## src/rtl/core/plc_pkg.sv

```systemverilog
// ----------------------------------------------------------------------------
// plc_pkg
// Types, register codes and hold-window helpers shared by the packet loss
// impairment block.
// ----------------------------------------------------------------------------
`default_nettype none

package plc_pkg;

	localparam int AddrW = 5;
	localparam int DueW  = 35;

	typedef enum logic [2:0] {
		REG_ENABLE,
		REG_START_THR,
		REG_CONT_THR,
		REG_JITTER_BOUND,
		REG_HOLD_A_START,
		REG_HOLD_A_LEN,
		REG_HOLD_B_START,
		REG_HOLD_B_LEN
	} reg_idx_t;

	typedef enum logic [1:0] {
		VERDICT_KEPT,
		VERDICT_VIDEO_LOST,
		VERDICT_DISCARD,
		VERDICT_AUDIO_LOST
	} verdict_t;

	localparam logic STREAM_VIDEO = 1'b0;
	localparam logic STREAM_AUDIO = 1'b1;

	typedef logic signed [DueW-1:0] due_t;

	localparam due_t LastReset = {1'b1, {(DueW-1){1'b0}}};

	typedef struct packed {
		logic        enable;
		logic [15:0] start_thr;
		logic [15:0] cont_thr;
		logic [19:0] jitter_bound;
		logic [31:0] hold_a_start;
		logic [31:0] hold_a_len;
		logic [31:0] hold_b_start;
		logic [31:0] hold_b_len;
	} cfg_t;

	typedef struct packed {
		logic        kind;
		logic        key;
		logic [15:0] draw;
		due_t        due;
	} item_t;

	function automatic due_t hold_once(due_t t, logic [31:0] start, logic [31:0] len);
		due_t s;
		due_t e;
		s = $signed({3'b000, start});
		e = $signed({2'b00, {1'b0, start} + {1'b0, len}});
		return (t >= s && t < e) ? e : t;
	endfunction

	function automatic due_t hold_pass(due_t t, cfg_t c);
		return hold_once(hold_once(t, c.hold_a_start, c.hold_a_len),
			c.hold_b_start, c.hold_b_len);
	endfunction

endpackage

`default_nettype wire

```

## src/rtl/core/plc_cfg.sv

```systemverilog
// ----------------------------------------------------------------------------
// plc_cfg
// APB register file for the loss thresholds, jitter bound and hold windows.
// ----------------------------------------------------------------------------
`default_nettype none

module plc_cfg (
	input  wire logic                      clk,
	input  wire logic                      arst_n,
	input  wire logic                      psel,
	input  wire logic                      penable,
	input  wire logic                      pwrite,
	input  wire logic [plc_pkg::AddrW-1:0] paddr,
	input  wire logic [31:0]               pwdata,
	output logic      [31:0]               prdata,
	output logic                           pready,
	output plc_pkg::cfg_t                  cfg
);

	plc_pkg::reg_idx_t idx;
	logic              wr_en;

	assign idx    = plc_pkg::reg_idx_t'(paddr[plc_pkg::AddrW-1:2]);
	assign wr_en  = psel && penable && pwrite;
	assign pready = 1'b1;

	always_ff @(posedge clk or negedge arst_n) begin
		if (!arst_n) begin
			cfg <= '0;
		end else if (wr_en) begin
			unique case (idx)
				plc_pkg::REG_ENABLE:       cfg.enable       <= pwdata[0];
				plc_pkg::REG_START_THR:    cfg.start_thr    <= pwdata[15:0];
				plc_pkg::REG_CONT_THR:     cfg.cont_thr     <= pwdata[15:0];
				plc_pkg::REG_JITTER_BOUND: cfg.jitter_bound <= pwdata[19:0];
				plc_pkg::REG_HOLD_A_START: cfg.hold_a_start <= pwdata;
				plc_pkg::REG_HOLD_A_LEN:   cfg.hold_a_len   <= pwdata;
				plc_pkg::REG_HOLD_B_START: cfg.hold_b_start <= pwdata;
				plc_pkg::REG_HOLD_B_LEN:   cfg.hold_b_len   <= pwdata;
				default: ;
			endcase
		end
	end

	always_comb begin
		unique case (idx)
			plc_pkg::REG_ENABLE:       prdata = {31'd0, cfg.enable};
			plc_pkg::REG_START_THR:    prdata = {16'd0, cfg.start_thr};
			plc_pkg::REG_CONT_THR:     prdata = {16'd0, cfg.cont_thr};
			plc_pkg::REG_JITTER_BOUND: prdata = {12'd0, cfg.jitter_bound};
			plc_pkg::REG_HOLD_A_START: prdata = cfg.hold_a_start;
			plc_pkg::REG_HOLD_A_LEN:   prdata = cfg.hold_a_len;
			plc_pkg::REG_HOLD_B_START: prdata = cfg.hold_b_start;
			plc_pkg::REG_HOLD_B_LEN:   prdata = cfg.hold_b_len;
			default:                   prdata = '0;
		endcase
	end

endmodule

`default_nettype wire

```

## src/rtl/core/plc_due.sv

```systemverilog
// ----------------------------------------------------------------------------
// plc_due
// Release time pipeline: input register, jitter clamp, then one hold pass
// per stage over both windows.
// ----------------------------------------------------------------------------
`default_nettype none

module plc_due (
	input  wire logic               clk,
	input  wire logic               arst_n,
	input  wire plc_pkg::cfg_t      cfg,
	input  wire logic               in_valid,
	output logic                    in_stall,
	input  wire logic               stream_kind,
	input  wire logic [31:0]        arrival_us,
	input  wire logic               has_key_frame,
	input  wire logic [15:0]        loss_draw,
	input  wire logic signed [20:0] jitter_draw_us,
	input  wire logic               out_free,
	output logic                    item_valid,
	output plc_pkg::item_t          item
);

	logic               v_s1, v_s2, v_s3, v_s4, v_s5;
	logic               en_s1, en_s2, en_s3, en_s4, en_s5;
	logic               kind_s1, key_s1;
	logic [15:0]        draw_s1;
	logic [31:0]        arrival_s1;
	logic signed [20:0] jitter_s1;
	plc_pkg::item_t     item_s2, item_s3, item_s4, item_s5;
	plc_pkg::item_t     next_s2;
	logic signed [21:0] jit_w, bnd_w, jit_c;

	assign en_s5    = !v_s5 || out_free;
	assign en_s4    = !v_s4 || en_s5;
	assign en_s3    = !v_s3 || en_s4;
	assign en_s2    = !v_s2 || en_s3;
	assign en_s1    = !v_s1 || en_s2;
	assign in_stall = !en_s1;

	always_comb begin
		jit_w = {jitter_s1[20], jitter_s1};
		bnd_w = $signed({2'b00, cfg.jitter_bound});
		if (jit_w > bnd_w) begin
			jit_c = bnd_w;
		end else if (jit_w < -bnd_w) begin
			jit_c = -bnd_w;
		end else begin
			jit_c = jit_w;
		end
		next_s2.kind = kind_s1;
		next_s2.key  = key_s1;
		next_s2.draw = draw_s1;
		if (cfg.enable) begin
			next_s2.due = $signed({3'b000, arrival_s1})
				+ $signed({{(plc_pkg::DueW-22){jit_c[21]}}, jit_c});
		end else begin
			next_s2.due = $signed({3'b000, arrival_s1});
		end
	end

	always_ff @(posedge clk or negedge arst_n) begin
		if (!arst_n) begin
			v_s1 <= 1'b0;
			v_s2 <= 1'b0;
			v_s3 <= 1'b0;
			v_s4 <= 1'b0;
			v_s5 <= 1'b0;
		end else begin
			if (en_s1) v_s1 <= in_valid;
			if (en_s2) v_s2 <= v_s1;
			if (en_s3) v_s3 <= v_s2;
			if (en_s4) v_s4 <= v_s3;
			if (en_s5) v_s5 <= v_s4;
		end
	end

	always_ff @(posedge clk) begin
		if (en_s1) begin
			kind_s1    <= stream_kind;
			key_s1     <= has_key_frame;
			draw_s1    <= loss_draw;
			arrival_s1 <= arrival_us;
			jitter_s1  <= jitter_draw_us;
		end
		if (en_s2) item_s2 <= next_s2;
		if (en_s3) begin
			item_s3.kind <= item_s2.kind;
			item_s3.key  <= item_s2.key;
			item_s3.draw <= item_s2.draw;
			item_s3.due  <= cfg.enable ? plc_pkg::hold_pass(item_s2.due, cfg) : item_s2.due;
		end
		if (en_s4) begin
			item_s4.kind <= item_s3.kind;
			item_s4.key  <= item_s3.key;
			item_s4.draw <= item_s3.draw;
			item_s4.due  <= cfg.enable ? plc_pkg::hold_pass(item_s3.due, cfg) : item_s3.due;
		end
		if (en_s5) begin
			item_s5.kind <= item_s4.kind;
			item_s5.key  <= item_s4.key;
			item_s5.draw <= item_s4.draw;
			item_s5.due  <= cfg.enable ? plc_pkg::hold_pass(item_s4.due, cfg) : item_s4.due;
		end
	end

	assign item_valid = v_s5;
	assign item       = item_s5;

endmodule

`default_nettype wire

```

## src/rtl/core/plc_loss.sv

```systemverilog
// ----------------------------------------------------------------------------
// plc_loss
// Two-state loss processes, key frame resync, per-stream monotone release
// and drop counters, with the result register.
// ----------------------------------------------------------------------------
`default_nettype none

module plc_loss (
	input  wire logic                clk,
	input  wire logic                arst_n,
	input  wire plc_pkg::cfg_t       cfg,
	input  wire logic                item_valid,
	input  wire plc_pkg::item_t      item,
	output logic                     out_free,
	output logic                     out_valid,
	input  wire logic                out_stall,
	output logic [1:0]               verdict,
	output logic signed [33:0]       release_us,
	output logic                     resync_started,
	output logic [31:0]              video_lost_count,
	output logic [31:0]              resync_count,
	output logic [31:0]              discard_count,
	output logic [31:0]              audio_lost_count
);

	logic              video_run_q, audio_run_q, awaiting_q;
	plc_pkg::due_t     last_video_q, last_audio_q;
	logic              load;
	logic              cur_run, run_new;
	logic [15:0]       thr;
	plc_pkg::verdict_t vd;
	logic              resync;
	logic              key_clear;
	plc_pkg::due_t     last_cur, due_mono;

	assign out_free = !out_valid || !out_stall;
	assign load     = item_valid && out_free;

	always_comb begin
		cur_run   = (item.kind == plc_pkg::STREAM_AUDIO) ? audio_run_q : video_run_q;
		thr       = cur_run ? cfg.cont_thr : cfg.start_thr;
		run_new   = item.draw < thr;
		last_cur  = (item.kind == plc_pkg::STREAM_AUDIO) ? last_audio_q : last_video_q;
		due_mono  = (item.due < last_cur) ? last_cur : item.due;
		vd        = plc_pkg::VERDICT_KEPT;
		resync    = 1'b0;
		key_clear = 1'b0;
		if (cfg.enable) begin
			if (item.kind == plc_pkg::STREAM_AUDIO) begin
				if (run_new) vd = plc_pkg::VERDICT_AUDIO_LOST;
			end else if (run_new) begin
				vd     = plc_pkg::VERDICT_VIDEO_LOST;
				resync = !awaiting_q;
			end else if (awaiting_q) begin
				if (!item.key) begin
					vd = plc_pkg::VERDICT_DISCARD;
				end else begin
					key_clear = 1'b1;
				end
			end
		end
	end

	always_ff @(posedge clk or negedge arst_n) begin
		if (!arst_n) begin
			out_valid        <= 1'b0;
			video_run_q      <= 1'b0;
			audio_run_q      <= 1'b0;
			awaiting_q       <= 1'b0;
			last_video_q     <= plc_pkg::LastReset;
			last_audio_q     <= plc_pkg::LastReset;
			video_lost_count <= '0;
			resync_count     <= '0;
			discard_count    <= '0;
			audio_lost_count <= '0;
		end else if (load) begin
			out_valid <= 1'b1;
			if (cfg.enable) begin
				if (item.kind == plc_pkg::STREAM_AUDIO) begin
					audio_run_q <= run_new;
				end else begin
					video_run_q <= run_new;
				end
				if (resync) awaiting_q <= 1'b1;
				if (key_clear) awaiting_q <= 1'b0;
				if (resync) resync_count <= resync_count + 32'd1;
				unique case (vd)
					plc_pkg::VERDICT_VIDEO_LOST: video_lost_count <= video_lost_count + 32'd1;
					plc_pkg::VERDICT_DISCARD:    discard_count    <= discard_count + 32'd1;
					plc_pkg::VERDICT_AUDIO_LOST: audio_lost_count <= audio_lost_count + 32'd1;
					plc_pkg::VERDICT_KEPT: begin
						if (item.kind == plc_pkg::STREAM_AUDIO) begin
							last_audio_q <= due_mono;
						end else begin
							last_video_q <= due_mono;
						end
					end
					default: ;
				endcase
			end
		end else if (!out_stall) begin
			out_valid <= 1'b0;
		end
	end

	always_ff @(posedge clk) begin
		if (load) begin
			verdict        <= vd;
			resync_started <= resync;
			if (vd != plc_pkg::VERDICT_KEPT) begin
				release_us <= '0;
			end else if (cfg.enable) begin
				release_us <= due_mono[33:0];
			end else begin
				release_us <= item.due[33:0];
			end
		end
	end

endmodule

`default_nettype wire

```

## src/rtl/core/packet_loss_impairment.sv

```systemverilog
// ----------------------------------------------------------------------------
// packet_loss_impairment
// Two-state burst packet loss with key frame resync, clamped jitter, two
// hold windows and per-stream monotone release times.
//
//   channel   direction   handshake               payload
//   in        sink        in_valid / in_stall     stream_kind .. jitter_draw_us
//   out       source      out_valid / out_stall   verdict .. audio_lost_count
//   config    APB slave   psel/penable/pready     paddr, pwdata, prdata
//
// One item per cycle while out_stall is low; out_valid rises through six
// registers: input register, jitter clamp, three hold passes, result
// register. Loss state, resync flag and release floors update in the
// result stage. Reset clears all state; no clearing pass. A stalled output
// backs the pipeline up stage by stage before in_stall rises.
// ----------------------------------------------------------------------------
`default_nettype none

module packet_loss_impairment (
	input  wire logic                      clk,
	input  wire logic                      arst_n,
	input  wire logic                      psel,
	input  wire logic                      penable,
	input  wire logic                      pwrite,
	input  wire logic [plc_pkg::AddrW-1:0] paddr,
	input  wire logic [31:0]               pwdata,
	output logic      [31:0]               prdata,
	output logic                           pready,
	input  wire logic                      in_valid,
	output logic                           in_stall,
	input  wire logic                      stream_kind,
	input  wire logic [31:0]               arrival_us,
	input  wire logic                      has_key_frame,
	input  wire logic [15:0]               loss_draw,
	input  wire logic signed [20:0]        jitter_draw_us,
	output logic                           out_valid,
	input  wire logic                      out_stall,
	output logic [1:0]                     verdict,
	output logic signed [33:0]             release_us,
	output logic                           resync_started,
	output logic [31:0]                    video_lost_count,
	output logic [31:0]                    resync_count,
	output logic [31:0]                    discard_count,
	output logic [31:0]                    audio_lost_count
);

	plc_pkg::cfg_t  cfg;
	plc_pkg::item_t item;
	logic           item_valid;
	logic           out_free;

	plc_cfg u_cfg (
		.clk     (clk),
		.arst_n  (arst_n),
		.psel    (psel),
		.penable (penable),
		.pwrite  (pwrite),
		.paddr   (paddr),
		.pwdata  (pwdata),
		.prdata  (prdata),
		.pready  (pready),
		.cfg     (cfg)
	);

	plc_due u_due (
		.clk            (clk),
		.arst_n         (arst_n),
		.cfg            (cfg),
		.in_valid       (in_valid),
		.in_stall       (in_stall),
		.stream_kind    (stream_kind),
		.arrival_us     (arrival_us),
		.has_key_frame  (has_key_frame),
		.loss_draw      (loss_draw),
		.jitter_draw_us (jitter_draw_us),
		.out_free       (out_free),
		.item_valid     (item_valid),
		.item           (item)
	);

	plc_loss u_loss (
		.clk              (clk),
		.arst_n           (arst_n),
		.cfg              (cfg),
		.item_valid       (item_valid),
		.item             (item),
		.out_free         (out_free),
		.out_valid        (out_valid),
		.out_stall        (out_stall),
		.verdict          (verdict),
		.release_us       (release_us),
		.resync_started   (resync_started),
		.video_lost_count (video_lost_count),
		.resync_count     (resync_count),
		.discard_count    (discard_count),
		.audio_lost_count (audio_lost_count)
	);

endmodule

`default_nettype wire

```

## config.mk

```make
export PLATFORM = sky130hd
export DESIGN_NAME = packet_loss_impairment
export DESIGN_NICKNAME = d
export VERILOG_FILES = /design/src/rtl/core/plc_pkg.sv /design/src/rtl/core/plc_cfg.sv /design/src/rtl/core/plc_due.sv /design/src/rtl/core/plc_loss.sv /design/src/rtl/core/packet_loss_impairment.sv
export SDC_FILE = /design/constraint.sdc
export NUM_CORES = 2
export LEC_CHECK = 0
export BUFFER_PORTS_ARGS = -buffer_cell sky130_fd_sc_hd__buf_2
export CORE_ASPECT_RATIO = 0.7
export CORE_UTILIZATION = 52
export DETAILED_ROUTE_END_ITERATION = 8
export PLACE_DENSITY = 0.69
export SLEW_MARGIN = 30
export SYNTH_ARGS = -nofsm -noshare
export SYNTH_HDL_FRONTEND = slang
export SYNTH_SLANG_ARGS = --single-unit
```

## constraint.sdc

```tcl
create_clock -name clk -period 9.57 [get_ports clk]
set_input_delay 0.4785 -clock clk [delete_from_list [all_inputs] [get_ports clk]]
set_output_delay 0.4785 -clock clk [all_outputs]
set_load 0.01 [all_outputs]
```

==> out/metrics.cfg <==
[clock_tree]
tritoncts = yes
numCtsBuffers = 75
path_clk_slew_ns = 0.07
insertion_delay_ns = 0.65
clock_path_buffers = 3
cts_root_buf = clkbuf_16
htree_levels = 3
cts.sinks = 704

[worst_setup_path]
crit_arrival_ns = 9.61
reg2reg_depth = 43
path_max_fanout = 14
cp_slowest_stage_delay_ns = 0.43
required_ns = 9.93
path_common_cell = buf_4
r2r-start = u_cfg.cfg[65]$_DFFE_PN0P_
crit_slowest_cell = dfrtp_1
critPathLaunch = u_cfg.cfg[65]$_DFFE_PN0P_
critPathKind = flop to flop
r2r-end = u_due.item[17]$_DFFE_PP_
crit_buf_inv = 10
startpoint_type = flop
endpoint_kind = flop
rrSetupSlack_ns = 0.32
cp.depth = 43
crit_family = compound AO/OA/AOI/OAI gates

[cells_and_area]
final_util_pct = 61.6
area_delta_synth_final_pct = 16.5
drive_above_1_share_pct = 18.2
fin_nets = 5852

[die]
die_x_um = 361
start_util_pct = 52.9
pin_count = 315
core_um2 = 88700
rows = 91
die_h_um = 253
die_area_um2 = 91400

[global_routing]
first_global_vias = 36568
grt_use_total_pct = 32.3
grt_max_degree = 157
antenna_found_initial = 3
grt_pass1_wl_um = 225000
overflow = 0

[power]
p_per_area_nw_per_um2 = 396
ir_worst_vdd_mv = 0.299
power.leakage_nw = 25.9
power.total_mw = 21.6

[synth]
syn_nets = 5322
synth_common_cells = 558 x ha_1, 425 x nand2_1, 423 x o21ai_0
synthArstFlopShare_pct = 55.1
ys_ff_latch = 704
synth-edff-count = 316
yosysWarnings = 0
synth_top_area_cell = dfrtp_1
synth_ff_type = dfrtp_1
yosysTopAreaCellShare_pct = 20.6
yosysMostFrequentCell = ha_1
ys_seq_area_share_pct = 41.0
postSynthCellCount = 4646
avgSynthCellArea_um2 = 10.1
synth_area_um2 = 46900
ys_top_cells_by_area = dfrtp_1 21%, edfxtp_1 20%, ha_1 15%
synthDistinctLibCells = 92

[hold_path]
min_from = arrival_us[6]
min_to = u_due.arrival_s1[6]$_DFFE_PN_
worstHoldPathType = primary input to flop
worstHoldPathCells = 1

[timing]
min_period_ns = 9.25
hold_viol = 0
worst_slack_ns = 0.323
maxSlewHeadroom_pct = 27.5
timing.fmax_mhz = 108
clock_skew_ns = 0.0369
finalSetupViolCount = 0
final_max_slew_viol_count = 0
tightest_slew_ns = 1.08
finalCritPeriodShare_pct = 96.6
whs_ns = 0.0249

[routing]
post_drt_wl_per_cell_um = 23.6
drc = 0
drtIter0Drc = 4278
viasPerCell = 6.15
drtAntennaViolNets = 0
via_count = 39343
wl_um = 151000
first_pass_iters = 6

[placed_design]
port_buffers = 311
dp_hpwl_um = 116000
dp_slack_ns = 0.166
routabilityCongestion = 1.01

[flow_run]
maxCapViolCount = 0

[run_status]
status = finished clean

## repair_timing
action | 4_1_cts | 5_1_grt
buffers inserted | 0 | 4
hold buffers | 68 | 0
resized for setup | 0 | 38
hold endpoints to repair | 149 | 0
endpoints found under the setup margin | 0 | 108
## logic make-up after synthesis
group	synth area share, %
AND/OR/NAND/NOR	12.4
AO/OA/AOI/OAI	16.1
multiplexers	7.50
flip-flops	41.0
buffers and inverters	3.67
XOR/XNOR	4.25
other	0.00800
adder cells (fa/ha/maj)	15.1
## power by group
part | internal (mW) | leakage [nW] | switching (mW)
combinational | 5.73 | 16.4 | 7.80
sequential | 4.16 | 8.24 | 0.869
clock | 1.75 | 1.23 | 1.29
## placed cells by master, fill, tap and decap left out, types with 50 or more instances in the layout
master         netlist  layout
inv_1              264     261
nand4_1             91      91
and3_1              64      64
mux2i_1            124     124
mux2_2             193     193
nand3_1            129     126
xnor2_1            179     179
a21oi_1            240     232
nand2b_1            52      52
a21o_1             132     132
clkbuf_16            0      77
a22oi_1             56      55
nand2_1            425     421
nor2_1             206     202
nor2b_1             71      70
ha_1               558     557
o21ai_0            423     413
buf_4                3     239
edfxtp_1           316     316
dfrtp_1            386     383
o21a_1              52      50
dlygate4sd3_1        0      68
buf_2               14     310
## per-stage QoR
stage | setup TNS, ns | std cells | cell area (um2)
after global routing | -0.0156 | 6401 | 54600
after detailed placement | 0 | 6189 | 51300
final | 0 | 6402 | 54600
after CTS | 0 | 6397 | 54500
after floorplan | 0 | 4646 | 46900
after global placement | 0 | 6189 | 51300
## worst reg2reg max path, delay by kind of cell (launching register included)
| family | cells | cell delay [ns] |
|---|---|---|
| XOR/XNOR | 1 | 0.16 |
| AND/OR/NAND/NOR | 7 | 0.96 |
| flip-flops | 1 | 0.43 |
| AO/OA/AOI/OAI | 22 | 4.90 |
| adder cells (fa/ha/maj) | 3 | 0.80 |
| buffers and inverters | 10 | 1.73 |
## area by class of cell
class                           instances  area [um2]
Clock buffer                          103        2110
Tap cell                             1162        1450
Fill cell                            7337       34100
Antenna cell                            1        2.50
Clock inverter                         37         410
Multi-Input combinational cell       3500       26200
Sequential cell                       704       19200
Timing Repair Buffer                  630        4270
Inverter                              265         996
## layer usage
metal  vias up  share of wire (%)  GRT usage, %  routed length (um)
li1      18216                  -             -                   -
met2      1781                 41          45.5               61700
met5         -                  0             0                   0
met1     19124                 45          48.3               67600
met4         0                2.4          8.32                3590
met3       222                 12          8.84               18100
## registers in the layout (all words and copies together) (netlist names), 34 cells and up
signal               cells
u_due.item_s3           52
u_loss.release_us       34
u_loss.last_audio_q     35
u_loss.last_video_q     35
u_due.item              52
u_due.item_s4           52
u_cfg.cfg              181
u_due.item_s2           52
## worst max-delay path by stage
stage / endpoint
2_1_floorplan: u_due.item_s2[30]$_DFFE_PP_
3_3_place_gp: u_due.item_s4[26]$_DFFE_PP_
3_5_place_dp: u_due.item[17]$_DFFE_PP_
4_1_cts: u_due.item_s4[29]$_DFFE_PP_
5_1_grt: u_due.item[17]$_DFFE_PP_
6_report: u_due.item[17]$_DFFE_PP_
(Power assumes the default switching activity.)
